File: src/rtl/psl_pkg.sv
`timescale 1ns / 1ps

package psl_pkg;

  // field and state widths
  localparam int CHANNELS    = 2;
  localparam int CH_W        = 1;
  localparam int SAMPLE_BITS = 16;
  localparam int PHASE_W     = 32;
  localparam int TICK_W      = 20;
  localparam int SHAPE_W     = 16;
  localparam int CFG_IDX_W   = 2;
  localparam int CFG_DATA_W  = 32;

  // reset values of the configuration registers
  localparam int SHAPE_RESET = 4096;
  localparam int SPS_RESET   = 48000;

  // register indexes
  localparam logic [CFG_IDX_W-1:0] CFG_PHASE_INC   = 2'd0;
  localparam logic [CFG_IDX_W-1:0] CFG_SHAPE_EXP   = 2'd1;
  localparam logic [CFG_IDX_W-1:0] CFG_SAMPLES_SEC = 2'd2;

  // shaper datapath
  localparam int X_W        = SAMPLE_BITS;
  localparam int N_W        = $clog2(X_W);
  localparam int Y_W        = 31;
  localparam int SH_W       = $clog2(Y_W);
  localparam int FRAC_BITS  = 16;
  localparam int LOG_CNT_W  = $clog2(FRAC_BITS);
  localparam int NEG_W      = N_W + FRAC_BITS;
  localparam int PROD_W     = NEG_W + SHAPE_W;
  localparam int MUL_SHIFT  = 12;
  localparam int MUL_ROUND  = 1 << (MUL_SHIFT - 1);
  localparam int T_W        = PROD_W - MUL_SHIFT;
  localparam int IP_W       = 5;
  localparam int IP_MAX     = 31;
  localparam int V_W        = 31;
  localparam int V_ONE      = 1 << 30;
  localparam int RAD_W      = 2 * V_W;
  localparam int REM_W      = 32;
  localparam int ROOT_STEPS = V_W;
  localparam int ROOT_CNT_W = $clog2(ROOT_STEPS);
  localparam int OUT_SHIFT  = 31 - SAMPLE_BITS;
  localparam int OUT_ROUND  = 1 << (OUT_SHIFT - 1);

  localparam int QUEUE_DEPTH = 2;

  typedef struct packed {
    logic [CH_W-1:0] chan;
    logic            negative;
    logic            zero;
    logic [X_W-1:0]  mag;
  } psl_item_t;

  typedef struct packed {
    logic full;
    logic empty;
  } psl_qstat_t;

  typedef struct packed {
    logic [PHASE_W-1:0] phase_inc;
    logic [SHAPE_W-1:0] shape_exp;
    logic [TICK_W-1:0]  sps;
  } psl_cfg_t;

  typedef enum logic [2:0] {
    ST_IDLE,
    ST_LOG,
    ST_MUL,
    ST_ROOT_LOAD,
    ST_ROOT,
    ST_SCALE
  } psl_state_t;

endpackage

File: src/rtl/psl_front.sv
`timescale 1ns / 1ps

module psl_front (
  input  logic                    clk,
  input  logic                    rst_n,
  input  logic                    push,
  input  logic [psl_pkg::CH_W-1:0] in_channel,
  input  psl_pkg::psl_cfg_t       cfg,
  input  psl_pkg::psl_qstat_t     qstat,
  output logic                    q_push,
  output psl_pkg::psl_item_t      q_item
);
  import psl_pkg::*;

  logic [PHASE_W-1:0] phase_r [CHANNELS];
  logic [TICK_W-1:0]  tick_r  [CHANNELS];

  logic [PHASE_W-1:0] phase_cur, p, m;
  logic [TICK_W-1:0]  tick_cur;
  logic [TICK_W:0]    tick_inc;
  logic               wrap, negative;
  logic [PHASE_W-1:0] phase_nxt;
  logic [TICK_W-1:0]  tick_nxt;
  logic [X_W-1:0]     mag;

  assign q_push = push && !qstat.full;

  always_comb begin
    phase_cur = phase_r[in_channel];
    tick_cur  = tick_r[in_channel];
    p         = phase_cur + 32'h8000_0000;
    negative  = ~p[PHASE_W-1];
    m         = negative ? (32'h8000_0000 - p) : {1'b0, p[PHASE_W-2:0]};
    mag       = m[PHASE_W-1:PHASE_W-X_W];
    tick_inc  = {1'b0, tick_cur} + {{TICK_W{1'b0}}, 1'b1};
    wrap      = tick_inc >= {1'b0, cfg.sps};
    phase_nxt = wrap ? '0 : phase_cur + cfg.phase_inc;
    tick_nxt  = wrap ? '0 : tick_inc[TICK_W-1:0];
  end

  always_comb begin
    q_item.chan     = in_channel;
    q_item.negative = negative;
    q_item.zero     = (mag == '0);
    q_item.mag      = mag;
  end

  always_ff @(posedge clk) begin
    if (!rst_n) begin
      for (int c = 0; c < CHANNELS; c++) begin
        phase_r[c] <= '0;
        tick_r[c]  <= '0;
      end
    end else if (q_push) begin
      phase_r[in_channel] <= phase_nxt;
      tick_r[in_channel]  <= tick_nxt;
    end
  end

endmodule

File: src/rtl/psl_queue.sv
`timescale 1ns / 1ps

module psl_queue (
  input  logic                clk,
  input  logic                rst_n,
  input  logic                push,
  input  psl_pkg::psl_item_t  wr_item,
  input  logic                pop,
  output psl_pkg::psl_item_t  rd_item,
  output psl_pkg::psl_qstat_t stat
);
  import psl_pkg::*;

  localparam int PTR_W = (QUEUE_DEPTH > 1) ? $clog2(QUEUE_DEPTH) : 1;
  localparam int CNT_W = $clog2(QUEUE_DEPTH + 1);

  psl_item_t        store_r [QUEUE_DEPTH];
  logic [PTR_W-1:0] wr_ptr_r, rd_ptr_r;
  logic [CNT_W-1:0] count_r;

  function automatic logic [PTR_W-1:0] ptr_inc(input logic [PTR_W-1:0] ptr);
    ptr_inc = (ptr == PTR_W'(QUEUE_DEPTH - 1)) ? '0 : ptr + PTR_W'(1);
  endfunction

  assign rd_item    = store_r[rd_ptr_r];
  assign stat.empty = (count_r == '0);
  assign stat.full  = (count_r == CNT_W'(QUEUE_DEPTH));

  always_ff @(posedge clk) begin
    if (push) begin
      store_r[wr_ptr_r] <= wr_item;
    end
  end

  always_ff @(posedge clk) begin
    if (!rst_n) begin
      wr_ptr_r <= '0;
      rd_ptr_r <= '0;
      count_r  <= '0;
    end else begin
      if (push) wr_ptr_r <= ptr_inc(wr_ptr_r);
      if (pop)  rd_ptr_r <= ptr_inc(rd_ptr_r);
      if (push && !pop)      count_r <= count_r + CNT_W'(1);
      else if (pop && !push) count_r <= count_r - CNT_W'(1);
    end
  end

  a_no_overflow: assert property (@(posedge clk) disable iff (!rst_n)
    push |-> (!stat.full || pop))
    else $error("queue written while full");

  a_no_underflow: assert property (@(posedge clk) disable iff (!rst_n)
    pop |-> !stat.empty)
    else $error("queue read while empty");

endmodule

File: src/rtl/psl_back.sv
`timescale 1ns / 1ps

module psl_back (
  input  logic                            clk,
  input  logic                            rst_n,
  input  psl_pkg::psl_qstat_t             qstat,
  input  psl_pkg::psl_item_t              q_item,
  input  logic [psl_pkg::SHAPE_W-1:0]     shape_exp,
  input  logic                            pop,
  output logic                            q_pop,
  output logic                            empty,
  output logic [psl_pkg::CH_W-1:0]        out_channel_out,
  output logic signed [psl_pkg::SAMPLE_BITS-1:0] out_wave_sample
);
  import psl_pkg::*;

  psl_state_t state_r, state_nxt;

  logic [CH_W-1:0]       chan_r, chan_nxt;
  logic                  neg_r, neg_nxt;
  logic [N_W-1:0]        n_r, n_nxt;
  logic [Y_W-1:0]        y_r, y_nxt;
  logic [FRAC_BITS-1:0]  frac_r, frac_nxt;
  logic [LOG_CNT_W-1:0]  log_cnt_r, log_cnt_nxt;
  logic [IP_W-1:0]       ip_r, ip_nxt;
  logic [FRAC_BITS-1:0]  f_r, f_nxt;
  logic [LOG_CNT_W-1:0]  bit_r, bit_nxt;
  logic [V_W-1:0]        v_r, v_nxt;
  logic [RAD_W-1:0]      rad_r, rad_nxt;
  logic [REM_W-1:0]      rem_r, rem_nxt;
  logic [V_W-1:0]        root_r, root_nxt;
  logic [ROOT_CNT_W-1:0] root_cnt_r, root_cnt_nxt;

  logic                   out_valid_r;
  logic [CH_W-1:0]        out_chan_r;
  logic [SAMPLE_BITS-1:0] out_wave_r, wave_nxt;

  logic out_free, out_load;

  // normalise
  logic [N_W-1:0]  n_enc;
  logic [SH_W-1:0] norm_sh;
  logic [Y_W-1:0]  y_norm;
  // squaring log
  logic [2*Y_W-1:0] sq;
  logic [Y_W:0]     sq_hi;
  // exponent product
  logic [N_W-1:0]    int_part;
  logic [NEG_W-1:0]  neg_val;
  logic [PROD_W-1:0] prod;
  logic [T_W-1:0]    t_val;
  logic [T_W-FRAC_BITS-1:0] ip_raw;
  // root step
  logic [V_W-1:0]   v_half;
  logic [REM_W+1:0] rem_sh, trial, rem_sub;
  logic             take;
  // output scaling
  logic [V_W-1:0]         v_sh;
  logic [V_W:0]           round_sum;
  logic [SAMPLE_BITS-1:0] q_mag;

  assign out_free = !out_valid_r || pop;

  always_comb begin
    n_enc = '0;
    for (int i = 0; i < X_W; i++) begin
      if (q_item.mag[i]) n_enc = N_W'(i);
    end
    norm_sh = SH_W'(Y_W - 1) - SH_W'(n_enc);
    y_norm  = Y_W'(q_item.mag) << norm_sh;
  end

  always_comb begin
    sq    = (2 * Y_W)'(y_r) * (2 * Y_W)'(y_r);
    sq_hi = sq[2*Y_W-1:Y_W-1];
  end

  always_comb begin
    int_part = N_W'(SAMPLE_BITS - 1) - n_r;
    neg_val  = {int_part, {FRAC_BITS{1'b0}}} - NEG_W'(frac_r);
    prod     = PROD_W'(neg_val) * PROD_W'(shape_exp) + PROD_W'(MUL_ROUND);
    t_val    = prod[PROD_W-1:MUL_SHIFT];
    ip_raw   = t_val[T_W-1:FRAC_BITS];
  end

  always_comb begin
    v_half  = f_r[bit_r] ? (v_r >> 1) : v_r;
    rem_sh  = {rem_r, rad_r[RAD_W-1:RAD_W-2]};
    trial   = {1'b0, root_r, 2'b01};
    take    = rem_sh >= trial;
    rem_sub = rem_sh - trial;
  end

  always_comb begin
    v_sh      = (ip_r == IP_W'(IP_MAX)) ? '0 : (v_r >> ip_r);
    round_sum = {1'b0, v_sh} + (V_W + 1)'(OUT_ROUND);
    q_mag     = round_sum[V_W-1:OUT_SHIFT];
    if (neg_r) begin
      wave_nxt = '0 - q_mag;
    end else if (q_mag > SAMPLE_BITS'((1 << (SAMPLE_BITS - 1)) - 1)) begin
      wave_nxt = SAMPLE_BITS'((1 << (SAMPLE_BITS - 1)) - 1);
    end else begin
      wave_nxt = q_mag;
    end
  end

  // next state
  always_comb begin
    state_nxt = state_r;
    case (state_r)
      ST_IDLE: begin
        if (!qstat.empty) state_nxt = q_item.zero ? ST_SCALE : ST_LOG;
      end
      ST_LOG: begin
        if (log_cnt_r == LOG_CNT_W'(FRAC_BITS - 1)) state_nxt = ST_MUL;
      end
      ST_MUL:       state_nxt = ST_ROOT_LOAD;
      ST_ROOT_LOAD: state_nxt = ST_ROOT;
      ST_ROOT: begin
        if (root_cnt_r == ROOT_CNT_W'(ROOT_STEPS - 1)) begin
          state_nxt = (bit_r == LOG_CNT_W'(FRAC_BITS - 1)) ? ST_SCALE : ST_ROOT_LOAD;
        end
      end
      ST_SCALE: begin
        if (out_free) state_nxt = ST_IDLE;
      end
      default: state_nxt = ST_IDLE;
    endcase
  end

  // control outputs
  always_comb begin
    q_pop    = (state_r == ST_IDLE) && !qstat.empty;
    out_load = (state_r == ST_SCALE) && out_free;
  end

  // datapath
  always_comb begin
    chan_nxt     = chan_r;
    neg_nxt      = neg_r;
    n_nxt        = n_r;
    y_nxt        = y_r;
    frac_nxt     = frac_r;
    log_cnt_nxt  = log_cnt_r;
    ip_nxt       = ip_r;
    f_nxt        = f_r;
    bit_nxt      = bit_r;
    v_nxt        = v_r;
    rad_nxt      = rad_r;
    rem_nxt      = rem_r;
    root_nxt     = root_r;
    root_cnt_nxt = root_cnt_r;
    case (state_r)
      ST_IDLE: begin
        chan_nxt    = q_item.chan;
        neg_nxt     = q_item.negative;
        n_nxt       = n_enc;
        y_nxt       = y_norm;
        frac_nxt    = '0;
        log_cnt_nxt = '0;
        // silent sample goes straight to scaling with a zero value
        v_nxt       = '0;
        ip_nxt      = '0;
      end
      ST_LOG: begin
        y_nxt       = sq_hi[Y_W] ? sq_hi[Y_W:1] : sq_hi[Y_W-1:0];
        frac_nxt    = {frac_r[FRAC_BITS-2:0], sq_hi[Y_W]};
        log_cnt_nxt = log_cnt_r + LOG_CNT_W'(1);
      end
      ST_MUL: begin
        ip_nxt  = (ip_raw > (T_W - FRAC_BITS)'(IP_MAX)) ? IP_W'(IP_MAX) : ip_raw[IP_W-1:0];
        f_nxt   = t_val[FRAC_BITS-1:0];
        v_nxt   = V_W'(V_ONE);
        bit_nxt = '0;
      end
      ST_ROOT_LOAD: begin
        rad_nxt      = {1'b0, v_half, {(RAD_W - V_W - 1){1'b0}}};
        rem_nxt      = '0;
        root_nxt     = '0;
        root_cnt_nxt = '0;
      end
      ST_ROOT: begin
        rad_nxt      = rad_r << 2;
        rem_nxt      = take ? rem_sub[REM_W-1:0] : rem_sh[REM_W-1:0];
        root_nxt     = {root_r[V_W-2:0], take};
        root_cnt_nxt = root_cnt_r + ROOT_CNT_W'(1);
        if (root_cnt_r == ROOT_CNT_W'(ROOT_STEPS - 1)) begin
          v_nxt   = {root_r[V_W-2:0], take};
          bit_nxt = bit_r + LOG_CNT_W'(1);
        end
      end
      default: ;
    endcase
  end

  always_ff @(posedge clk) begin
    chan_r     <= chan_nxt;
    neg_r      <= neg_nxt;
    n_r        <= n_nxt;
    y_r        <= y_nxt;
    frac_r     <= frac_nxt;
    log_cnt_r  <= log_cnt_nxt;
    ip_r       <= ip_nxt;
    f_r        <= f_nxt;
    bit_r      <= bit_nxt;
    v_r        <= v_nxt;
    rad_r      <= rad_nxt;
    rem_r      <= rem_nxt;
    root_r     <= root_nxt;
    root_cnt_r <= root_cnt_nxt;
    if (out_load) begin
      out_chan_r <= chan_r;
      out_wave_r <= wave_nxt;
    end
  end

  always_ff @(posedge clk) begin
    if (!rst_n) begin
      state_r     <= ST_IDLE;
      out_valid_r <= 1'b0;
    end else begin
      state_r <= state_nxt;
      if (out_load)  out_valid_r <= 1'b1;
      else if (pop)  out_valid_r <= 1'b0;
    end
  end

  assign empty           = !out_valid_r;
  assign out_channel_out = out_chan_r;
  assign out_wave_sample = out_wave_r;

  a_result_lands: assert property (@(posedge clk) disable iff (!rst_n)
    out_load |=> out_valid_r)
    else $error("finished sample not held in output register");

  a_pop_starts: assert property (@(posedge clk) disable iff (!rst_n)
    q_pop |=> (state_r != ST_IDLE))
    else $error("item taken from queue but shaper stayed idle");

  a_root_range: assert property (@(posedge clk) disable iff (!rst_n)
    (state_r == ST_SCALE) |-> (v_r <= V_W'(V_ONE)))
    else $error("exp2 result above unity");

endmodule

File: src/rtl/power_shaped_saw_lfo.sv
`timescale 1ns / 1ps
// steps from input transfer to result on the output ports, set by the shaper: 16 log squarings,
//   one multiply, 16 roots, then scaling; a zero sawtooth magnitude goes straight to scaling
// flow: the shaper finishes one sample before it takes the next; a 2-entry queue and the
//   output register let the input side take items while the shaper is busy
// reset: synchronous, active low; clears per-channel phase and tick count, queue and output
//   valid flag; loads register defaults (increment 0, exponent 1.0, 48000 ticks)

module power_shaped_saw_lfo (
  input  logic                                   clk,
  input  logic                                   rst_n,
  // sample tick channel
  input  logic                                   push,
  output logic                                   full,
  input  logic [psl_pkg::CH_W-1:0]               in_channel,
  // result channel
  output logic                                   empty,
  input  logic                                   pop,
  output logic [psl_pkg::CH_W-1:0]               out_channel_out,
  output logic signed [psl_pkg::SAMPLE_BITS-1:0] out_wave_sample,
  // configuration writes
  input  logic                                   cfg_valid,
  output logic                                   cfg_ready,
  input  logic [psl_pkg::CFG_IDX_W-1:0]          cfg_index,
  input  logic [psl_pkg::CFG_DATA_W-1:0]         cfg_data
);
  import psl_pkg::*;

  psl_cfg_t   cfg_r;
  psl_qstat_t qstat;
  psl_item_t  fe_item, be_item;
  logic       q_push, q_pop;

  // register file, always ready; unknown indexes are dropped
  assign cfg_ready = 1'b1;

  always_ff @(posedge clk) begin
    if (!rst_n) begin
      cfg_r.phase_inc <= '0;
      cfg_r.shape_exp <= SHAPE_W'(SHAPE_RESET);
      cfg_r.sps       <= TICK_W'(SPS_RESET);
    end else if (cfg_valid && cfg_ready) begin
      case (cfg_index)
        CFG_PHASE_INC:   cfg_r.phase_inc <= cfg_data[PHASE_W-1:0];
        CFG_SHAPE_EXP:   cfg_r.shape_exp <= cfg_data[SHAPE_W-1:0];
        CFG_SAMPLES_SEC: cfg_r.sps       <= cfg_data[TICK_W-1:0];
        default: ;
      endcase
    end
  end

  // the tick side stalls only when the queue is full
  assign full = qstat.full;

  // front: phase and tick bookkeeping, sawtooth sign and magnitude
  psl_front u_front (
    .clk        (clk),
    .rst_n      (rst_n),
    .push       (push),
    .in_channel (in_channel),
    .cfg        (cfg_r),
    .qstat      (qstat),
    .q_push     (q_push),
    .q_item     (fe_item)
  );

  // short queue decoupling the tick side from the shaper
  psl_queue u_queue (
    .clk     (clk),
    .rst_n   (rst_n),
    .push    (q_push),
    .wr_item (fe_item),
    .pop     (q_pop),
    .rd_item (be_item),
    .stat    (qstat)
  );

  // back: log2, exponent multiply, square-root exp2, rounding and output register
  psl_back u_back (
    .clk             (clk),
    .rst_n           (rst_n),
    .qstat           (qstat),
    .q_item          (be_item),
    .shape_exp       (cfg_r.shape_exp),
    .pop             (pop),
    .q_pop           (q_pop),
    .empty           (empty),
    .out_channel_out (out_channel_out),
    .out_wave_sample (out_wave_sample)
  );

endmodule
File: config.mk
export PLATFORM = sky130hd
export DESIGN_NAME = power_shaped_saw_lfo
export DESIGN_NICKNAME = d
export VERILOG_FILES = /design/src/rtl/psl_pkg.sv /design/src/rtl/psl_front.sv /design/src/rtl/psl_queue.sv /design/src/rtl/psl_back.sv /design/src/rtl/power_shaped_saw_lfo.sv
export SDC_FILE = /design/constraint.sdc
export NUM_CORES = 2
export LEC_CHECK = 0
export BUFFER_PORTS_ARGS = -buffer_cell sky130_fd_sc_hd__buf_4
export CORE_MARGIN = 8
export CORE_UTILIZATION = 45
export CTS_CLUSTER_DIAMETER = 200
export DETAILED_ROUTE_END_ITERATION = 16
export PLACE_DENSITY_LB_ADDON = 0.05
export SLEW_MARGIN = 20
export SYNTH_ARGS = -nofsm -noshare
export SYNTH_HDL_FRONTEND = slang
export SYNTH_SLANG_ARGS = --single-unit
File: constraint.sdc
create_clock -name clk -period 21.9 [get_ports clk]
set_clock_uncertainty 0.05 [all_clocks]
set_input_delay 5.475 -clock clk [delete_from_list [all_inputs] [get_ports clk]]
set_output_delay 5.475 -clock clk [all_outputs]
set_load 0.01 [all_outputs]
==> impl_metrics.yaml <==
timing:
  slew_headroom_pct: 25.6
  setup_violations: 0
  rsz0062_at_grt: "false"
  tightest_slew_ns: 1.12
  final-hold-violation-count: 0
  max_freq_ghz: 0.0984
  fin_crit_sh_pct: 46.4
  final_max_slew_viol_count: 0
  tns_ns: 0
  fin_crit_ns: 10.16
clock_tree:
  cts_tree: "built"
  cts.repair.resized: 0
  htreeDepth: 2
  cts_root_buf: "clkbuf_16"
  post_cts_buffers: 0
  cts.sinks: 449
  cts_buffers: 54
  ctsHoldBuffers: 0
  clk_pin_slew_worst_paths_ns: 0.06
  insertion_delay_ns: 0.69
  cts_buffer_depth: 3
grt:
  grt_first_pass_wirelength_mm: 274
  grt_max_degree: 81
  first_global_vias: 47300
  grt-busiest-layer: "met2"
  grtUsageMet3_pct: 2.09
  grt_util_met2_pct: 40.6
  grt_overflow: 0
  grt_antenna_before_repair: 2
  gr-usage-met1_pct: 30.3
  grtUsageTotal_pct: 22.9
yosys:
  yosysTopAreaCell: "fa_1"
  synth_area_leaders: "fa_1 32%, edfxtp_1 18%, ha_1 9.6%"
  synth_top_area_share_pct: 31.8
  synth_edf_count: 372
  synth.avg_cell_area_sq_um: 9.51
  syn_area_sq_um: 62900
  synth_commonest_cells: "1,412 x inv_1, 999 x fa_1, 759 x nand2_1, 483 x ha_1, 373 x nor2_1"
  synth_warnings: 0
  synth_fp_nets: 8133
  ys_ff_latch: 449
  synthCells: 6611
  synth_ff_type: "edfxtp_1"
  ys_types: 101
  async_flop_share_pct: 0
  yosysSeqAreaShare_pct: 20.2
  synth_most_common_cell: "inv_1"
drt:
  drt_iter0_markers: 2626
  vias: 44000
  firstDrtPassIters: 5
  wl_per_cell_um: 20.3
  drc: 0
  antenna_left: 0
  viasPerCell: 5.19
  routed_wl_mm: 171
worst_setup_path:
  cp_max_fo: 51
  worstSetupStartpointType: "primary input"
  crit_chain: "buf_4, buf_4, inv_1, nand3_1, a21boi_0, nor2b_1, nand2_1, or3_1, nor3_1, nand2_1, xnor2_1, mux2i_1, inv_1, ha_1, a211o_1, o21ai_0, a21oi_1, o31ai_1, nand4b_1, a211o_4, nor2_1"
  path_delay_family: "simple AND/OR/NAND/NOR gates"
  arrival_ns: 10.58
  r2r-end: "u_back.y_r[29]"
  max_stage_delay_ns: 0.66
  setup.worst_path.class: "primary input to flip-flop"
  crit_path_end_kind: "flip-flop"
  cp_data_required_time_ns: 22.32
  reg2reg_depth: 26
  path_buf_inv: 4
  crit_slowest_cell: "a211o_4"
  r2r_slack_ns: 11.91
  r2r_start: "u_back.y_r[8]"
layout:
  syn_to_final_growth_pct: 6.92
  n_fill_cell: 13400
  drive_gt1_share_pct: 5.22
  diodes: 0
  fin_nets: 8064
worst_hold_path:
  hold_start: "cfg_r[4]"
  min_path_cells: 2
  hold_path_end: "cfg_r[4]"
  min_path_type: "flip-flop to flip-flop"
floorplan:
  die_h_um: 390
  die_width_um: 390
  num_io_pins: 60
  coreArea_sq_um: 139000
  die_area_sq_um: 152000
  start_util_pct: 45.2
  fp-row-count: 137
placement:
  numPortBuffers: 58
  hpwl_mm: 132
  globalplace.congestion: 0.880
outcome:
  status: "finished clean"
job:
  maxCapViolCount: 0
-- registers in the layout (all words and copies together) (netlist names), 4 cells and up, named ones only --
signal	count
cfg_r	68
u_front.phase_r	64
u_front.tick_r	40
u_queue.store_r	38
u_back.rad_r	32
u_back.rem_r	32
u_back.root_r	31
u_back.v_r	31
u_back.y_r	31
u_back.f_r	16
u_back.frac_r	16
u_back.out_wave_sample	16
u_back.ip_r	5
u_back.root_cnt_r	5
u_back.bit_r	4
u_back.log_cnt_r	4
u_back.n_r	4
-- worst reg2reg max path: cells and delay by family (launching register included) --
| family | cells | cell delay, ns |
|---|---|---|
| fa+ha+maj | 8 | 3.70 |
| simple gates | 5 | 1.94 |
| compound gates | 7 | 1.81 |
| buf+inv | 6 | 1.29 |
| flops | 1 | 0.89 |
-- logic make-up after synthesis --
kind of cell	count (synthesis)	synth area share, %
compound gates	724	7.75
other cells	1	0.00596
mux	191	3.35
xor+xnor	217	3.05
simple gates	1864	14.0
buf+inv	1683	10.2
flops	449	20.2
fa+ha+maj	1482	41.4
-- how the worst max path moves through the flow --
stage,start,to,slack [ns],cells after the start
2_1_floorplan,in_channel,u_front.phase_r[0][0],10.69,8
3_3_place_gp,in_channel,u_front.phase_r[0][22],10.97,21
3_5_place_dp,in_channel,u_front.phase_r[0][1],10.86,21
4_1_cts,in_channel,u_front.tick_r[1][6],11.60,21
5_1_grt,in_channel,u_front.tick_r[0][15],11.26,21
6_report,in_channel,u_front.tick_r[1][6],11.74,21
-- routing by layer --
layer  part of all wire [%]  up-vias  wire (um)
met5                      0        -          0
met4                    3.0        0       5100
met3                    3.8      188       6560
met2                     50      836      85800
met1                     43    22300      74000
li1                       -    20700          -
-- area by class of cell --
| cell class | count | area, sq um | share of cell area (%) |
|---|---|---|---|
| clock buffer | 74 | 1520 | 2.26 |
| clock inverter | 26 | 307 | 0.456 |
| inverter | 1414 | 5310 | 7.89 |
| multi-input combinational | 4479 | 43900 | 65.3 |
| sequential | 449 | 12700 | 18.9 |
| tap | 1876 | 2350 | 3.49 |
| timing repair buffer | 144 | 1110 | 1.65 |
-- layout by cell type (no fill, tap or decap), types with 22 or more instances in the layout --
cell	synthesis	layout
mux2_2	34	34
nand3_1	57	57
a21oi_1	174	173
a21o_1	67	67
and3_1	36	36
o21ai_0	131	129
nand2b_1	30	29
xor2_1	76	74
mux2i_1	145	145
nand2_1	759	758
o211ai_1	22	22
a31oi_1	29	29
fa_1	999	999
a21boi_0	74	74
and2_1	359	359
o21a_1	30	30
clkbuf_16	0	56
inv_1	1412	1412
xnor2_1	139	135
ha_1	483	483
nor3_1	66	65
buf_4	7	142
edfxtp_1	372	372
nor2_1	373	369
dfxtp_1	77	76
nor2b_1	34	34
o21bai_1	24	24
nand4_1	33	33
-- metrics by stage --
step | utilization (%) | worst slack (ns) | cell area [sq um] | instances | hold slack [ns]
2_1_floorplan | - | 10.69 | 62900 | 6611 | 0.350
3_3_place_gp | 46.9 | 10.97 | 65300 | 8360 | 0.406
3_5_place_dp | 47.0 | 10.86 | 65400 | 8361 | 0.409
5_1_grt | 48.3 | 11.26 | 67200 | 8462 | 0.441
6_report | 48.3 | 11.74 | 67200 | 8462 | 0.414
4_1_cts | 48.3 | 11.60 | 67200 | 8461 | 0.417
Power is not shown: default switching activity piles up to over one toggle a cycle in this logic, so the estimate is an artifact.
